[config.mk]
export PLATFORM = sky130hd
export DESIGN_NAME = pwm_absolute_encoder_decoder_core_flat
export DESIGN_NICKNAME = d
export VERILOG_FILES = /design/src/rtl/paed_pkg.sv /design/src/rtl/paed_if.sv /design/src/rtl/paed_front.sv /design/src/rtl/paed_back.sv /design/src/rtl/pwm_absolute_encoder_decoder_core.sv /design/src/flat_wrapper.sv
export SDC_FILE = /design/constraint.sdc
export NUM_CORES = 1
export LEC_CHECK = 0
export BUFFER_PORTS_ARGS = -buffer_cell sky130_fd_sc_hd__buf_2
export CAP_MARGIN = 20
export CORE_MARGIN = 3
export CORE_UTILIZATION = 35
export DETAILED_ROUTE_END_ITERATION = 10
export SLEW_MARGIN = 20
export SYNTH_ARGS = -nofsm -noshare
export SYNTH_HDL_FRONTEND = slang
export SYNTH_SLANG_ARGS = --single-unit
[constraint.sdc]
create_clock -name clk -period 9.8 [get_ports clk]
set_input_delay 0.98 -clock clk [delete_from_list [all_inputs] [get_ports clk]]
set_output_delay 0.98 -clock clk [all_outputs]
set_load 0.005 [all_outputs]
[src/rtl/paed_pkg.sv]
// shared constants and types for the pwm absolute encoder decoder
`default_nettype none
package paed_pkg;
    localparam int VOTE_DEPTH_DEF = 8;
    localparam int TIME_BITS_DEF  = 32;
    localparam int READ_W   = 13;
    localparam int POS_W    = 12;
    localparam int LAP_W    = 32;
    localparam int DIR_W    = 2;
    localparam int CNT_W    = 7;
    localparam int IN_TIME_W = 32;
    localparam int PHASE_W  = 13;

    localparam logic [PHASE_W-1:0] WIN_PHASE_MAX  = 13'd4302;
    localparam logic [PHASE_W-1:0] WIN_PERIOD_MIN = 13'd3731;
    localparam logic [PHASE_W-1:0] WIN_PERIOD_MAX = 13'd4545;
    localparam logic [PHASE_W-1:0] SCALE_NUM      = 13'd4098;
    localparam logic [READ_W-1:0]  POS_DIRECT_MAX = 13'd4094;
    localparam logic [READ_W-1:0]  POS_WRAP_A     = 13'd4096;
    localparam logic [READ_W-1:0]  POS_WRAP_B     = 13'd4097;
    localparam logic [POS_W-1:0]   POS_TOP        = 12'd4095;
    localparam int LAP_JUMP     = 1000;
    localparam int DIR_DEADBAND = 2;

    localparam logic [DIR_W-1:0] DIR_UNKNOWN = 2'd0;
    localparam logic [DIR_W-1:0] DIR_CW      = 2'd1;
    localparam logic [DIR_W-1:0] DIR_CCW     = 2'd2;

    // measured frame handed from front to back
    typedef struct packed {
        logic [PHASE_W-1:0] hight;
        logic [PHASE_W-1:0] period;
    } frame_t;

    typedef struct packed {
        logic [POS_W-1:0] position;
        logic [LAP_W-1:0] lap_count;
        logic [DIR_W-1:0] turn_direction;
        logic [CNT_W-1:0] vote_count;
    } result_t;
endpackage
`default_nettype wire

[src/rtl/paed_if.sv]
// valid/ready channel interfaces for edges and results
`default_nettype none
interface paed_edge_if;
    logic        valid;
    logic        ready;
    logic        level;
    logic [31:0] time_us;
    modport source (output valid, output level, output time_us, input ready);
    modport sink   (input valid, input level, input time_us, output ready);
endinterface

interface paed_result_if;
    logic        valid;
    logic        ready;
    logic [11:0] position;
    logic signed [31:0] lap_count;
    logic [1:0]  turn_direction;
    logic [6:0]  vote_count;
    modport source (output valid, output position, output lap_count,
                    output turn_direction, output vote_count, input ready);
    modport sink   (input valid, input position, input lap_count,
                    input turn_direction, input vote_count, output ready);
endinterface
`default_nettype wire

[src/rtl/paed_front.sv]
// edge front end: timing, window checks, frame queue push
`default_nettype none
module paed_front
    import paed_pkg::*;
#(
    parameter int TIME_BITS = TIME_BITS_DEF
)(
    input  wire logic          clk,
    input  wire logic          rst_n,
    input  wire logic          enable,
    input  wire logic          in_valid,
    output logic               in_ready,
    input  wire logic          level,
    input  wire logic [IN_TIME_W-1:0] time_us,
    output logic               frame_valid,
    input  wire logic          frame_ready,
    output frame_t             frame
);
    localparam int TW = TIME_BITS;

    logic [TW-1:0] low_start_reg, low_start_next;
    logic [TW-1:0] prev_rise_reg, prev_rise_next;
    logic          rise_valid_reg, rise_valid_next;
    logic          q_valid_reg, q_valid_next;
    frame_t        q_reg, q_next;
    logic [TW-1:0] t, lowt, period, hight;
    logic          win_ok, accept;

    // hold new edges while the one-entry frame queue is occupied
    assign in_ready    = !q_valid_reg;
    assign accept      = in_valid && in_ready;
    assign frame_valid = q_valid_reg;
    assign frame       = q_reg;

    // interval measurement modulo the timer width
    always_comb
    begin
        t      = TW'(time_us);
        lowt   = t - low_start_reg;
        period = t - prev_rise_reg;
        hight  = period - lowt;
        win_ok = (hight >= TW'(1)) && (hight <= TW'(WIN_PHASE_MAX))
              && (lowt >= TW'(1)) && (lowt <= TW'(WIN_PHASE_MAX))
              && (period >= TW'(WIN_PERIOD_MIN)) && (period <= TW'(WIN_PERIOD_MAX));
    end

    // edge state and queue update
    always_comb
    begin
        low_start_next  = low_start_reg;
        prev_rise_next  = prev_rise_reg;
        rise_valid_next = rise_valid_reg;
        q_valid_next    = q_valid_reg && !frame_ready;
        q_next          = q_reg;
        if (accept && enable)
        begin
            if (!level)
                low_start_next = t;
            else
            begin
                prev_rise_next  = t;
                rise_valid_next = 1'b1;
                if (rise_valid_reg && win_ok)
                begin
                    q_valid_next = 1'b1;
                    q_next.hight  = hight[PHASE_W-1:0];
                    q_next.period = period[PHASE_W-1:0];
                end
            end
        end
    end

    always_ff @(posedge clk or negedge rst_n)
    begin
        if (!rst_n)
        begin
            low_start_reg  <= '0;
            prev_rise_reg  <= '0;
            rise_valid_reg <= 1'b0;
            q_valid_reg    <= 1'b0;
        end
        else
        begin
            low_start_reg  <= low_start_next;
            prev_rise_reg  <= prev_rise_next;
            rise_valid_reg <= rise_valid_next;
            q_valid_reg    <= q_valid_next;
        end
    end

    always_ff @(posedge clk)
    begin
        q_reg <= q_next;
    end
endmodule
`default_nettype wire

[src/rtl/paed_back.sv]
// back end: serial divide, ring vote, position mapping and lap tracking
`default_nettype none
module paed_back
    import paed_pkg::*;
#(
    parameter int VOTE_DEPTH = VOTE_DEPTH_DEF
)(
    input  wire logic clk,
    input  wire logic rst_n,
    input  wire logic frame_valid,
    output logic      frame_ready,
    input  wire frame_t frame,
    output logic      res_valid,
    input  wire logic res_ready,
    output result_t   res
);
    localparam int IW  = (VOTE_DEPTH > 1) ? $clog2(VOTE_DEPTH) : 1;
    localparam int QW  = 13;
    localparam int NW  = 26;
    localparam int DIVSTEPS = NW;

    localparam logic [2:0] S_IDLE = 3'd0;
    localparam logic [2:0] S_DIV  = 3'd1;
    localparam logic [2:0] S_STORE = 3'd2;
    localparam logic [2:0] S_VOTE = 3'd3;
    localparam logic [2:0] S_MAP  = 3'd4;

    logic [2:0]  state_reg, state_next;
    logic [NW-1:0] num_reg, num_next;
    logic [PHASE_W-1:0] rem_reg, rem_next;
    logic [PHASE_W-1:0] div_reg, div_next;
    logic [4:0]  step_reg, step_next;
    logic [READ_W-1:0] ring_reg [VOTE_DEPTH];
    logic [READ_W-1:0] reading;
    logic [IW-1:0] widx_reg, widx_next;
    logic        full_reg, full_next;
    logic [IW-1:0] vi_reg, vi_next;
    logic [READ_W-1:0] best_reg, best_next;
    logic [CNT_W-1:0]  bestn_reg, bestn_next;
    logic [CNT_W-1:0]  n_cur;
    logic [POS_W-1:0]  last_reg, last_next;
    logic        started_reg, started_next;
    logic [LAP_W-1:0] lap_reg, lap_next;
    logic [DIR_W-1:0] dir_reg, dir_next;
    logic        ovalid_reg, ovalid_next;
    result_t     res_reg, res_next;
    logic [PHASE_W:0] trial;
    logic        map_ok;
    logic [POS_W-1:0] pos;
    logic signed [POS_W:0] delta;
    logic        store_en;

    assign frame_ready = (state_reg == S_IDLE);
    assign res_valid   = ovalid_reg;
    assign res         = res_reg;
    assign reading     = num_reg[QW-1:0] - QW'(1);

    // count ring matches for the current candidate
    always_comb
    begin
        n_cur = '0;
        for (int j = 0; j < VOTE_DEPTH; j++)
            n_cur = n_cur + CNT_W'(ring_reg[j] == ring_reg[vi_reg]);
    end

    // map voted reading and compute position difference
    always_comb
    begin
        map_ok = 1'b1;
        pos    = best_reg[POS_W-1:0];
        if (best_reg <= POS_DIRECT_MAX)
            pos = best_reg[POS_W-1:0];
        else if (best_reg == POS_WRAP_A || best_reg == POS_WRAP_B)
            pos = POS_TOP;
        else
            map_ok = 1'b0;
        delta = $signed({1'b0, pos}) - $signed({1'b0, last_reg});
    end

    always_comb
    begin
        trial = {rem_reg, num_reg[NW-1]} - {1'b0, div_reg};
    end

    // sequencer
    always_comb
    begin
        state_next   = state_reg;
        num_next     = num_reg;
        rem_next     = rem_reg;
        div_next     = div_reg;
        step_next    = step_reg;
        widx_next    = widx_reg;
        full_next    = full_reg;
        vi_next      = vi_reg;
        best_next    = best_reg;
        bestn_next   = bestn_reg;
        last_next    = last_reg;
        started_next = started_reg;
        lap_next     = lap_reg;
        dir_next     = dir_reg;
        ovalid_next  = ovalid_reg && !res_ready;
        res_next     = res_reg;
        store_en     = 1'b0;
        unique case (state_reg)
            S_IDLE:
            begin
                if (frame_valid)
                begin
                    num_next   = NW'(frame.hight) * NW'(SCALE_NUM);
                    div_next   = frame.period;
                    rem_next   = '0;
                    step_next  = '0;
                    state_next = S_DIV;
                end
            end
            // restoring division, one quotient bit a cycle
            S_DIV:
            begin
                if (!trial[PHASE_W])
                begin
                    rem_next = trial[PHASE_W-1:0];
                    num_next = {num_reg[NW-2:0], 1'b1};
                end
                else
                begin
                    rem_next = {rem_reg[PHASE_W-2:0], num_reg[NW-1]};
                    num_next = {num_reg[NW-2:0], 1'b0};
                end
                step_next = step_reg + 5'd1;
                if (step_reg == 5'(DIVSTEPS-1))
                    state_next = S_STORE;
            end
            S_STORE:
            begin
                store_en = 1'b1;
                if (widx_reg == IW'(VOTE_DEPTH-1))
                begin
                    widx_next = '0;
                    full_next = 1'b1;
                end
                else
                    widx_next = widx_reg + IW'(1);
                vi_next    = '0;
                bestn_next = '0;
                best_next  = '0;
                if (full_reg || widx_reg == IW'(VOTE_DEPTH-1))
                    state_next = S_VOTE;
                else
                    state_next = S_IDLE;
            end
            // one candidate per cycle
            S_VOTE:
            begin
                if (n_cur > bestn_reg || (n_cur == bestn_reg && ring_reg[vi_reg] < best_reg))
                begin
                    bestn_next = n_cur;
                    best_next  = ring_reg[vi_reg];
                end
                vi_next = vi_reg + IW'(1);
                if (vi_reg == IW'(VOTE_DEPTH-1))
                    state_next = S_MAP;
            end
            S_MAP:
            begin
                if (!ovalid_reg || res_ready)
                begin
                    state_next = S_IDLE;
                    if (map_ok)
                    begin
                        started_next = 1'b1;
                        last_next    = pos;
                        if (started_reg)
                        begin
                            priority if (delta > (POS_W+1)'(LAP_JUMP))
                            begin
                                lap_next = lap_reg - LAP_W'(1);
                                dir_next = DIR_CW;
                            end
                            else if (delta < -(POS_W+1)'(LAP_JUMP))
                            begin
                                lap_next = lap_reg + LAP_W'(1);
                                dir_next = DIR_CCW;
                            end
                            else if (delta > (POS_W+1)'(DIR_DEADBAND))
                                dir_next = DIR_CW;
                            else if (delta < -(POS_W+1)'(DIR_DEADBAND))
                                dir_next = DIR_CCW;
                            else
                                dir_next = dir_reg;
                            ovalid_next = 1'b1;
                            res_next.position   = pos;
                            res_next.lap_count  = lap_next;
                            res_next.turn_direction = dir_next;
                            res_next.vote_count = bestn_reg;
                        end
                    end
                end
            end
            default: state_next = S_IDLE;
        endcase
    end

    // vote ring storage
    always_ff @(posedge clk or negedge rst_n)
    begin
        if (!rst_n)
        begin
            for (int i = 0; i < VOTE_DEPTH; i++)
                ring_reg[i] <= '0;
        end
        else if (store_en)
            ring_reg[widx_reg] <= reading;
    end

    always_ff @(posedge clk or negedge rst_n)
    begin
        if (!rst_n)
        begin
            state_reg   <= S_IDLE;
            step_reg    <= '0;
            widx_reg    <= '0;
            full_reg    <= 1'b0;
            vi_reg      <= '0;
            last_reg    <= '0;
            started_reg <= 1'b0;
            lap_reg     <= '0;
            dir_reg     <= DIR_UNKNOWN;
            ovalid_reg  <= 1'b0;
            bestn_reg   <= '0;
            best_reg    <= '0;
        end
        else
        begin
            state_reg   <= state_next;
            step_reg    <= step_next;
            widx_reg    <= widx_next;
            full_reg    <= full_next;
            vi_reg      <= vi_next;
            last_reg    <= last_next;
            started_reg <= started_next;
            lap_reg     <= lap_next;
            dir_reg     <= dir_next;
            ovalid_reg  <= ovalid_next;
            bestn_reg   <= bestn_next;
            best_reg    <= best_next;
        end
    end

    always_ff @(posedge clk)
    begin
        num_reg <= num_next;
        rem_reg <= rem_next;
        div_reg <= div_next;
        res_reg <= res_next;
    end
endmodule
`default_nettype wire

[src/rtl/pwm_absolute_encoder_decoder_core.sv]
// top level of the pwm absolute encoder decoder
//
//  channel   | dir | payload                                        | handshake
//  edge_in   | in  | level, time_us                                 | valid/ready
//  result    | out | position, lap_count, turn_direction, vote_count | valid/ready
//  enable    | in  | enable_data                                    | enable_we
//
// a falling edge only records its time stamp; a rising edge that yields a frame
// is registered in the frame queue, then passes the serial divider, a store step
// and, once the ring is full, a vote over the VOTE_DEPTH ring entries and a
// mapping step. the vote takes one candidate per cycle. reset is asynchronous
// and clears the control state; the ring resets to zero, data registers are not reset.
// a stalled result holds the mapping step; new edges wait while the queue is full.
`default_nettype none
module pwm_absolute_encoder_decoder_core
    import paed_pkg::*;
#(
    parameter int VOTE_DEPTH = VOTE_DEPTH_DEF,
    parameter int TIME_BITS  = TIME_BITS_DEF
)(
    input  wire logic     clk,
    input  wire logic     rst_n,
    input  wire logic     enable_we,
    input  wire logic     enable_data,
    paed_edge_if.sink     edge_in,
    paed_result_if.source result
);
    logic   enable_reg;
    logic   frame_valid, frame_ready;
    frame_t frame;
    result_t res;

    // enable register
    always_ff @(posedge clk or negedge rst_n)
    begin
        if (!rst_n)
            enable_reg <= 1'b0;
        else if (enable_we)
            enable_reg <= enable_data;
    end

    paed_front #(.TIME_BITS(TIME_BITS)) u_front (
        .clk         (clk),
        .rst_n       (rst_n),
        .enable      (enable_reg),
        .in_valid    (edge_in.valid),
        .in_ready    (edge_in.ready),
        .level       (edge_in.level),
        .time_us     (edge_in.time_us),
        .frame_valid (frame_valid),
        .frame_ready (frame_ready),
        .frame       (frame)
    );

    paed_back #(.VOTE_DEPTH(VOTE_DEPTH)) u_back (
        .clk         (clk),
        .rst_n       (rst_n),
        .frame_valid (frame_valid),
        .frame_ready (frame_ready),
        .frame       (frame),
        .res_valid   (result.valid),
        .res_ready   (result.ready),
        .res         (res)
    );

    assign result.position       = res.position;
    assign result.lap_count      = res.lap_count;
    assign result.turn_direction = res.turn_direction;
    assign result.vote_count     = res.vote_count;
endmodule
`default_nettype wire

[src/flat_wrapper.sv]
// flat-port wrapper written by rule: the top's interface ports become plain ports
module pwm_absolute_encoder_decoder_core_flat import paed_pkg::*;
#(
    parameter int VOTE_DEPTH = VOTE_DEPTH_DEF,
    parameter int TIME_BITS  = TIME_BITS_DEF
)
  (clk, rst_n, enable_we, enable_data, edge_in_valid, edge_in_level, edge_in_time_us, edge_in_ready, result_valid, result_position, result_lap_count, result_turn_direction, result_vote_count, result_ready);
  paed_edge_if edge_in_i ();
  paed_result_if result_i ();
  input  wire logic clk;
  input  wire logic rst_n;
  input  wire logic enable_we;
  input  wire logic enable_data;
  input wire logic [$bits(edge_in_i.valid)-1:0] edge_in_valid;
  input wire logic [$bits(edge_in_i.level)-1:0] edge_in_level;
  input wire logic [$bits(edge_in_i.time_us)-1:0] edge_in_time_us;
  output wire logic [$bits(edge_in_i.ready)-1:0] edge_in_ready;
  output wire logic [$bits(result_i.valid)-1:0] result_valid;
  output wire logic [$bits(result_i.position)-1:0] result_position;
  output wire logic [$bits(result_i.lap_count)-1:0] result_lap_count;
  output wire logic [$bits(result_i.turn_direction)-1:0] result_turn_direction;
  output wire logic [$bits(result_i.vote_count)-1:0] result_vote_count;
  input wire logic [$bits(result_i.ready)-1:0] result_ready;
  assign edge_in_i.valid = edge_in_valid;
  assign edge_in_i.level = edge_in_level;
  assign edge_in_i.time_us = edge_in_time_us;
  assign edge_in_ready = edge_in_i.ready;
  assign result_valid = result_i.valid;
  assign result_position = result_i.position;
  assign result_lap_count = result_i.lap_count;
  assign result_turn_direction = result_i.turn_direction;
  assign result_vote_count = result_i.vote_count;
  assign result_i.ready = result_ready;
  pwm_absolute_encoder_decoder_core #(.VOTE_DEPTH(VOTE_DEPTH), .TIME_BITS(TIME_BITS)) u_core (.clk(clk), .rst_n(rst_n), .enable_we(enable_we), .enable_data(enable_data), .edge_in(edge_in_i), .result(result_i));
endmodule
* After elaboration in Yosys (flattened, before gate mapping)
Index checks and enable logic that the tools add are counted.
** Word-level totals
- Register bits after elaboration :: 385
- Bits in latches :: 0
- Memory bits (writable) :: 0
- Bits in read-only memories :: 0
- Input bits :: 39
- Output and inout port bits :: 55
- Word-level logic and storage cells :: 172
- Memories :: 0
** Cells by class
- $add $sub $neg :: 18
- $mul :: 1
- Div/mod/pow operators :: 0
- $lt $le $gt $ge :: 16
- Equal/unequal tests :: 23
- Shifts and indexed selects :: 0
- Multiplexer cells :: 44
- Bitwise gates (word level) :: 3
- Reductions and logical operators :: 33
** Operators by type and width (count)
- $bwmux 104 :: 1
- $eq 13x13->1 :: 8
- $le 32x13->1 const B :: 3
- $sub 32x32->32 :: 3
- $mux 13 :: 6
- $ge 32x1->1 const B :: 2
- $mux 32 :: 2
- $pmux 13 s2 :: 2
- $pmux 26 s2 :: 1
- $bmux 13 s3 :: 1
- $demux 13 s3 :: 1
- $add 32x1->32 const B :: 1
- $ge 32x12->1 const B :: 1
- $sub 32x1->32 const B :: 1
- $eq 13x13->1 const B :: 2
- $mux 26 :: 1
- $mul 13x12->25 const B :: 1
- $mux 12 :: 2
- $mux 3 :: 5
- $pmux 3 s5 :: 1
- $pmux 7 s2 :: 1
- $sub 14x13->14 :: 1
- $gt 13x11->1 const B :: 1
- $gt 13x3->1 const B :: 1
- 41 further kinds :: 89

* Logic depth before layout (Yosys ltp)
Gate-level depths: netlist (run 1).
- Word-level depth :: 17
- Depth in mapped cells :: 28
- Depth with buffers taken out :: 27

* Cells and area by module
A second synthesis (run 1) with hierarchy kept.
** Second synthesis, totals
- Cell total of the unflattened synthesis :: 2777
- Area total of the unflattened synthesis :: 26004.9 µm²
** By module, submodules not included
- paed_back :: times used 1, cells an instance 1609, area an instance 16233.1 µm², sequential area each 7667.4 µm²
- paed_front :: times used 1, cells an instance 1166, area an instance 9731.8 µm², sequential area each 2432.3 µm²
- pwm_absolute_encoder_decoder_core :: times used 1, cells an instance 2, area an instance 40.0 µm², sequential area each 25.0 µm²

* Worst setup path before layout (run 1)
OpenSTA, ideal clock, no wires.
- Kind :: input-to-reg
- Start point :: input edge_in_time_us[0]
- End point :: register u_core.u_front.q_reg (netlist bit u_core.u_front.frame[0]), enable pin
- Setup time :: 0.442 ns
- Arrival time :: 7.629 ns
- Required time :: 9.358 ns
- Path slack :: 1.729 ns
- Cell stages on the path :: 27
- Buffers on the path :: 0
- Cell sequence :: inv_1 > ha_1 > fa_1 > and2b_1 > o2111ai_2 > a211oi_2 > o211ai_2 > a2111oi_2 > o22ai_1 > o21bai_1 > a21oi_1 > xnor2_1 > inv_1 > ha_1 > nor2b_1 > nor2_1 > nor2_1 > nor4_1 > o211ai_1 > nor4_1 > nand4b_1 > or4_1 > nor4bb_1 > nand4_1 > a2111oi_2 > o2111ai_1 > nor3_1
** On the way
- Longest elaborated chain between the ends :: 10
- Elaborated cells between the ends (all ways) :: 16
- Classes of those cells :: add/sub: 3; order compare: 6; reduce/logical: 7
** RTL lines
- start, declared :: line flat_wrapper.sv:16 : input wire logic [$bits(edge_in_i.time_us)-1:0] edge_in_time_us;
- $sub 32x32->32, on equally long branches :: line paed_front.sv:40, paed_front.sv:39
- $sub 32x32->32 :: line paed_front.sv:41 : hight = period - lowt;
- $ge 32x1->1 or $le 32x13->1 (tied branches) :: line paed_front.sv:42 : win_ok = (hight >= TW'(1)) && (hight <= TW'(WIN_PHASE_MAX))
- $logic_and 1x1->1 :: line paed_front.sv:42
- $logic_and 1x1->1 (2 in a row) :: line paed_front.sv:43 : && (lowt >= TW'(1)) && (lowt <= TW'(WIN_PHASE_MAX))
- $logic_and 1x1->1 :: line paed_front.sv:44 : && (period >= TW'(WIN_PERIOD_MIN)) && (period <= TW'(WIN_PERIOD_MAX));
- $logic_and 1x1->1 (*) :: line paed_front.sv:44
- $logic_and 1x1->1 (*) :: line paed_front.sv:63 : if (rise_valid_reg && win_ok)
- $reduce_and 3->1 (no source line) (*)
- end signal, assigned :: line paed_front.sv:93 : q_reg <= q_next;
- end, declared :: line paed_front.sv:25 : frame_t q_reg, q_next;
Every way passes the cells marked *; elsewhere a longest branch is shown, timed or not.
A chain may end at the register's enable or synchronous reset.

* Final worst setup path (run 1)
- Start point :: register u_core.u_back.vi_reg[0]
- End point :: register u_core.u_back.bestn_reg[2]
** On the way
- Longest elaborated chain between the ends :: 17
- Elaborated cells between the ends (all ways) :: 28
- Classes of those cells :: add/sub: 7; order compare: 2; eq/ne: 10; mux: 5; bitwise: 1; reduce/logical: 3
** RTL lines
- start, declared :: line paed_back.sv:37 : logic [IW-1:0] vi_reg, vi_next;
- start signal, assigned :: line paed_back.sv:239 : vi_reg <= vi_next;
- $not 3->4 (implied by the code) (*) :: line paed_back.sv:63, paed_back.sv:155
- $bmux 13 s3 (*) :: line paed_back.sv:63, paed_back.sv:155
- $mux 13 (implied by the code) (*) (2 in a row) :: line paed_back.sv:63, paed_back.sv:155
- branches (longest 13 deep; another with $add 6x1->7)
- end signal, assigned :: line paed_back.sv:245 : bestn_reg <= bestn_next;
- end, declared :: line paed_back.sv:39 : logic [CNT_W-1:0] bestn_reg, bestn_next;
Mark *: on every way between the ends. The select of a mux whose other input is x is not followed.

==> results.ini, run 1 <==
[critical_path]
worstPathRequired_ns=10.29
cp_max_fo=29
startpoint_type=register
worstRegToRegCells=21
timing.rr.start=u_core.u_back.vi_reg[0]
critPathKind=reg -> reg
rrSetupSlack_ns=2.15
r2r_end=u_core.u_back.bestn_reg[2]
worstSetupEndpointType=register
crit_arrival_ns=8.14

[layout]
largest_register_ff_count=104
syn_to_final_growth_pct=11.8
drive_above_1_share=0.115
design_area_mm2=0.0278
diodes=0
nets=2900

[clock_tree]
cts_resized=0
cts_max_level=2
cts.path.max_buffers=3
cts.sink_count=379
cts_tree=built
clkLatencyLatePin_ns=0.60
numCtsBuffers=44
postCtsSetupBuffers=0
hold_buffers=0
cts_root_buf=clkbuf_16
cts.clk_slew.worst_paths_ns=0.06

[yosys]
netlist_area_mm2=0.0249
seq_area_frac_synth=0.407
synth_compound_area_frac=0.159
synth.area.mux_share=0.0545
yosysTopAreaCell=dfrtp_1
synth_xor_area_frac=0.0958
avgSynthCellArea_um2=9.43
synth_warnings=0
synth_edf_count=128
synthTopCellsByArea=dfrtp_1 (25%), edfxtp_1 (15%), ha_1 (7.2%), nand2_1 (5.4%), xnor2_1 (5.0%)
ys_types=106
postSynthCellCount=2639
synth-simple-area-share=0.157
synth_top_family_by_area=compound AO/OA/AOI/OAI gates
ys.flop_type=dfrtp_1
post-synth-top-count-cell=nand2_1
synth-seq-cells=379
synth_top_area_share=0.252
async_reset_ff_frac=0.662
synthTopCellsByCount=nand2_1 (358), dfrtp_1 (251), o21ai_0 (239)
synth_fa_ha_area_frac=0.0817

[route]
postRouteAntennaNets=0
routedWlPerCell_um=16.7
drt_wl_total_mm=61.5
drt_iter0_drc=1268
avgViaCountPerCell=5.13
vias=18900
drcViolationCount=0
firstDrtPassIters=8

[floorplan]
start_util=0.354
die_h_um=273
core_mm2=0.0703
die-area_mm2=0.0743
die_w_um=273
row_count=97
pin_count=94

[outcome]
status=finished clean

[timing]
finalSetupViolCount=0
hold_viol_final=0
rsz0062_at_grt=false
slew_viol_final=0
fin_skew_ns=0.0307
max_freq_ghz=0.131
fin_crit_sh=0.780
post-route-min-period_ns=7.65
slew_headroom=0.297
fin_tns_setup_ns=0
tightest_slew_ns=1.05

[place]
globalplace.congestion=0.931
postPlaceCellArea_mm2=0.0264
dp_hpwl_mm=45.9
port_buffers=90

[power]
pwr-share-comb=0.405
seq_power_share=0.310
internal-power_uw=3550
p_sw_uw=2110
p_sw_frac=0.373
clock_power_share=0.285
peakVddDrop_v=0.000137
p_leak_uw=0.0116
p_per_area_mw_per_mm2=204

[global_routing]
gr-usage-all-layers=0.166
grt_first_pass_wirelength_mm=101
grt_max_degree=162
antenna_found_initial=0
grt_pass1_vias=18300
overflow=0

[min_path]
hp-class=in -> async

[flow_run]
cap_viol_max_count=0

## final cells by class
type / count / area, um2
Inverter: 196 / 736
Timing Repair Buffer: 114 / 673
Fill cell: 6996 / 42400
Sequential cell: 379 / 10100
Tap cell: 940 / 1180
Multi-Input combinational cell: 1972 / 13700
Clock inverter: 17 / 161
Clock buffer: 62 / 1260
## worst max-delay path, stage by stage (launching register included)
cell	delay (ns)
dfrtp_2	0.96
mux4_2	0.61
mux2i_2	0.63
xnor2_1	0.13
nor4_1	0.31
nand4_1	0.15
nor4_1	0.39
fa_1	0.49
inv_1	0.09
fa_1	0.41
fa_1	0.54
inv_1	0.04
ha_1	0.21
fa_1	0.48
ha_1	0.32
nor2b_1	0.18
o21a_1	0.12
o21ai_0	0.06
and3b_1	0.19
nor3_2	0.48
buf_4	0.35
mux2_2	0.35
## worst max path at each step
stage                             from                          to  slack, ns  cells after the start
6_report       u_core.u_back.vi_reg[0]  u_core.u_back.bestn_reg[2]       2.15                     21
5_1_grt        u_core.u_back.vi_reg[0]  u_core.u_back.bestn_reg[2]       1.60                     21
4_1_cts        u_core.u_back.vi_reg[0]  u_core.u_back.bestn_reg[2]       1.84                     21
3_5_place_dp   u_core.u_back.vi_reg[0]  u_core.u_back.bestn_reg[2]       1.87                     21
3_3_place_gp   u_core.u_back.vi_reg[0]  u_core.u_back.bestn_reg[2]       2.09                     21
2_1_floorplan       edge_in_time_us[0]     u_core.u_front.frame[0]       1.73                     27
## metrics by stage
| stage | worst slack (ns) | total power [uW] | std cells | utilization | hold WS (ns) |
|---|---|---|---|---|---|
| 2_1_floorplan | 1.73 | 3510 | 2641 | - | 0.400 |
| 3_3_place_gp | 2.09 | 4060 | 3600 | 0.375 | 0.404 |
| 3_5_place_dp | 1.87 | 4050 | 3600 | 0.375 | 0.405 |
| 4_1_cts | 1.84 | 5710 | 3679 | 0.395 | 0.409 |
| 5_1_grt | 1.60 | 6050 | 3680 | 0.396 | 0.422 |
| 6_report | 2.15 | 5670 | 3680 | 0.396 | 0.417 |
## power groups by stage
stage	logic [uW]	clock network, uW	registers [uW]
floorplan	1730	0	1780
global placement	2270	0	1790
detailed placement	2260	0	1790
CTS	2280	1670	1760
global route	2550	1730	1760
finish	2290	1620	1760
## metal layers
metal / track usage / vias to the layer above / wire length [um]
li1: - / 9519 / -
met4: 0.0500 / 0 / 1650
met3: 0.0217 / 88 / 2130
met5: 0 / - / 0
met2: 0.277 / 324 / 28600
met1: 0.225 / 8951 / 29100
## cells in the final DEF, fill, tap and decap left out, drive strengths merged, types with 20 or more instances in the layout
cell type / n
nor4: 35
nor2b: 26
nor3: 34
buf: 114
clkbuf: 62
a21o: 32
xor2: 126
nor2: 141
dfrtp: 251
a21oi: 119
inv: 196
a211oi: 20
a31oi: 23
mux2: 38
mux2i: 33
mux4: 26
nand2b: 28
o21ai: 247
nand4: 40
edfxtp: 128
ha: 144
nand3: 63
xnor2: 143
nand2: 358
## cells by family (layout without fill, tap and decap cells)
group / after synthesis / after routing
AO/OA/AOI/OAI: 618 / 618
XOR/XNOR: 269 / 269
adder cells (fa/ha/maj): 157 / 157
buffers and inverters: 290 / 389
flip-flops: 379 / 379
multiplexers: 97 / 97
other: 1 / 3
AND/OR/NAND/NOR: 828 / 828
(Power assumes the default switching activity.)
==> run 2: changes to the inputs <==
Clock period 9.8 ns to 6.6 ns, I/O delays scaled along.
==> run 2 against run 1 <==
Count of clock-buffer cells in the layout fell by 4. Combinational power rose by 64%. Critical path depth rose by 5. Power rose by 58%. Sequential power rose by 48%. First-iteration DRC count rose by 3.5%. Cell count rose by 2.9%. Routed wire length rose by 3.0%. Via count rose by 3.6%.
==> results.ini, run 2 (synthesis results as in run 1) <==
[critical_path]
rrSetupSlack_ns=0.20  ; -1.95 ns
startpoint_type=register
cp_slowest_cell=or4_4
max_stage_delay_ns=0.52  ; -0.44 ns
worstRegToRegCells=26  ; +24%
critPathCapture=u_core.u_front.frame[2]
critical_path.startpoint=u_core.u_front.low_start_reg[0]
timing.rr.start=u_core.u_front.low_start_reg[0]
critPathKind=reg -> reg
crit_arrival_ns=6.69  ; -1.45 ns
worstSetupEndpointType=register
r2r_end=u_core.u_front.frame[2]
cp_max_fo=7  ; -76%
worstPathRequired_ns=6.89  ; -3.40 ns

[global_routing]
grt_max_degree=135  ; -17%
grt_pass1_vias=19100  ; +4.4%
grt_first_pass_wirelength_mm=103  ; +2.3%
gr-usage-all-layers=0.169  ; +0.00293
use_met3=0.0240  ; +0.00228
antenna_found_initial=0  ; unchanged
met2_usage=0.278  ; +0.00113
use_met1=0.231  ; +0.00596
busiest_layer=met2
overflow=0  ; unchanged

[timing]
tightest_slew_ns=1.06  ; +0.00598 ns
slew_headroom=0.295  ; -0.00202
fin_skew_ns=0.0308  ; +0.000101 ns
rsz0062_at_grt=true
fin_crit_sh=0.969  ; +0.189
fin_tns_setup_ns=0  ; unchanged
hold_viol_final=0  ; unchanged
whs_ns=0.0355  ; -0.381 ns
finalSetupViolCount=0  ; unchanged
max_freq_ghz=0.156  ; +20%
post-route-min-period_ns=6.40  ; -1.25 ns
slew_viol_final=0  ; unchanged

[clock_tree]
cts_max_level=2  ; unchanged
cts_root_buf=clkbuf_16
numCtsBuffers=45  ; +2.3%
cts.sink_count=379  ; unchanged
clkLatencyLatePin_ns=0.61  ; about the same
cts_tree=built
cts.clk_slew.worst_paths_ns=0.06  ; about the same
cts.path.max_buffers=3  ; unchanged

[place]
port_buffers=90  ; unchanged
dp.cells=3682  ; +2.3%
dp_hpwl_mm=46.6  ; +1.4%
globalplace.congestion=0.901  ; -3.2%

[floorplan]
row_count=97  ; unchanged
pin_count=94  ; unchanged
die-area_mm2=0.0743  ; unchanged
die_h_um=273  ; unchanged
start_util=0.354  ; unchanged
die_w_um=273  ; unchanged
core_mm2=0.0703  ; unchanged

[power]
clock_power_share=0.290  ; +0.005
p_sw_uw=3290  ; +56%
p_per_area_mw_per_mm2=307  ; +51%
pwr-share-comb=0.419  ; +0.014
peakVddDrop_v=0.000266  ; +94%
internal-power_uw=5660  ; +59%
p_leak_uw=0.0123  ; +5.7%
p_sw_frac=0.368  ; -0.00542
seq_power_share=0.291  ; -0.019

[route]
routedWlPerCell_um=16.7  ; about the same
vias=19600  ; +3.6%
firstDrtPassIters=7  ; -1
drcViolationCount=0  ; unchanged
postRouteAntennaNets=0  ; unchanged
drt_wl_total_mm=63.3  ; +3.0%
drt_iter0_drc=1313  ; +3.5%
avgViaCountPerCell=5.17  ; +0.72%

[min_path]
hp-class=in -> async

[layout]
nets=3003  ; +3.6%
final_common_cell=nand2_1
largest_register_ff_count=104  ; unchanged
syn_to_final_growth_pct=17.1
drive_above_1_share=0.159  ; +0.0449
final_core_util=0.415  ; +0.0187
diodes=0  ; unchanged
final_cell_mix=nand2_1 (358), dfrtp_1 (250), o21ai_0 (239), inv_1 (194), xnor2_1 (141)
final_cell_count_no_fill=3787  ; +2.9%

[flow_run]
cap_viol_max_count=0  ; unchanged

[outcome]
status=finished clean

run 2: routing by layer:
layer | up-vias | wire length [um]
met2 | 452 | 29400
met1 | 9281 | 29200
li1 | 9724 | -
met4 | 0 | 1780
met3 | 114 | 2950
met5 | - | 0
run 2: area by class of cell:
type / count / area (um2)
fillers: 6876 / 41100
repair buffers: 216 / 1570
inverters: 196 / 736
flip-flops and latches: 379 / 10100
well taps: 940 / 1180
clock inverters: 26 / 347
clock buffers: 58 / 1200
multi-input cells: 1972 / 14000
run 2: through the flow:
stage,area [um2],power (uW),setup slack (ns)
global placement,27200,6280,-0.208
floorplan,25000,5240,0.0281
detailed placement,27200,6270,-0.283
global route,29100,9530,-0.178
CTS,28700,8930,0.0931
finish,29100,8960,0.203
run 2: worst max-delay path, delay by kind of cell, from the launching register on:
family,cells,cell delay [ns]
buffers and inverters,3,0.41
AO/OA/AOI/OAI,11,2.20
AND/OR/NAND/NOR,8,2.08
flip-flops,1,0.41
adder cells (fa/ha/maj),3,0.81
XOR/XNOR,1,0.22
run 2: repair_timing:
action,in CTS,in global routing
setup buffers,0,17
setup endpoints to repair,0,44
gates resized for setup,0,36
hold buffers,0,0
run 2: worst min path at each step:
| stage | from | slack (ns) | to | depth (start not counted) |
|---|---|---|---|---|
| 3_5_place_dp | u_core.u_front.frame[0] | 0.40 | u_core.u_back.div_reg[0] | 0 |
| 6_report | rst_n | 0.04 | u_core.u_back.lap_reg[30] | 1 |
| 5_1_grt | rst_n | 0.05 | u_core.u_back.lap_reg[15] | 1 |
| 2_1_floorplan | rst_n | 0.36 | u_core.enable_reg | 0 |
| 3_3_place_gp | u_core.u_front.frame[5] | 0.40 | u_core.u_back.div_reg[5] | 0 |
| 4_1_cts | rst_n | 0.02 | u_core.u_back.lap_reg[12] | 1 |
run 2: power groups by stage:
stage | Sequential [uW] | Combinational [uW] | Clock (uW)
global placement | 2650 | 3630 | 0
CTS | 2610 | 3640 | 2680
floorplan | 2650 | 2590 | 0
global route | 2620 | 4140 | 2770
finish | 2610 | 3750 | 2600
detailed placement | 2650 | 3620 | 0
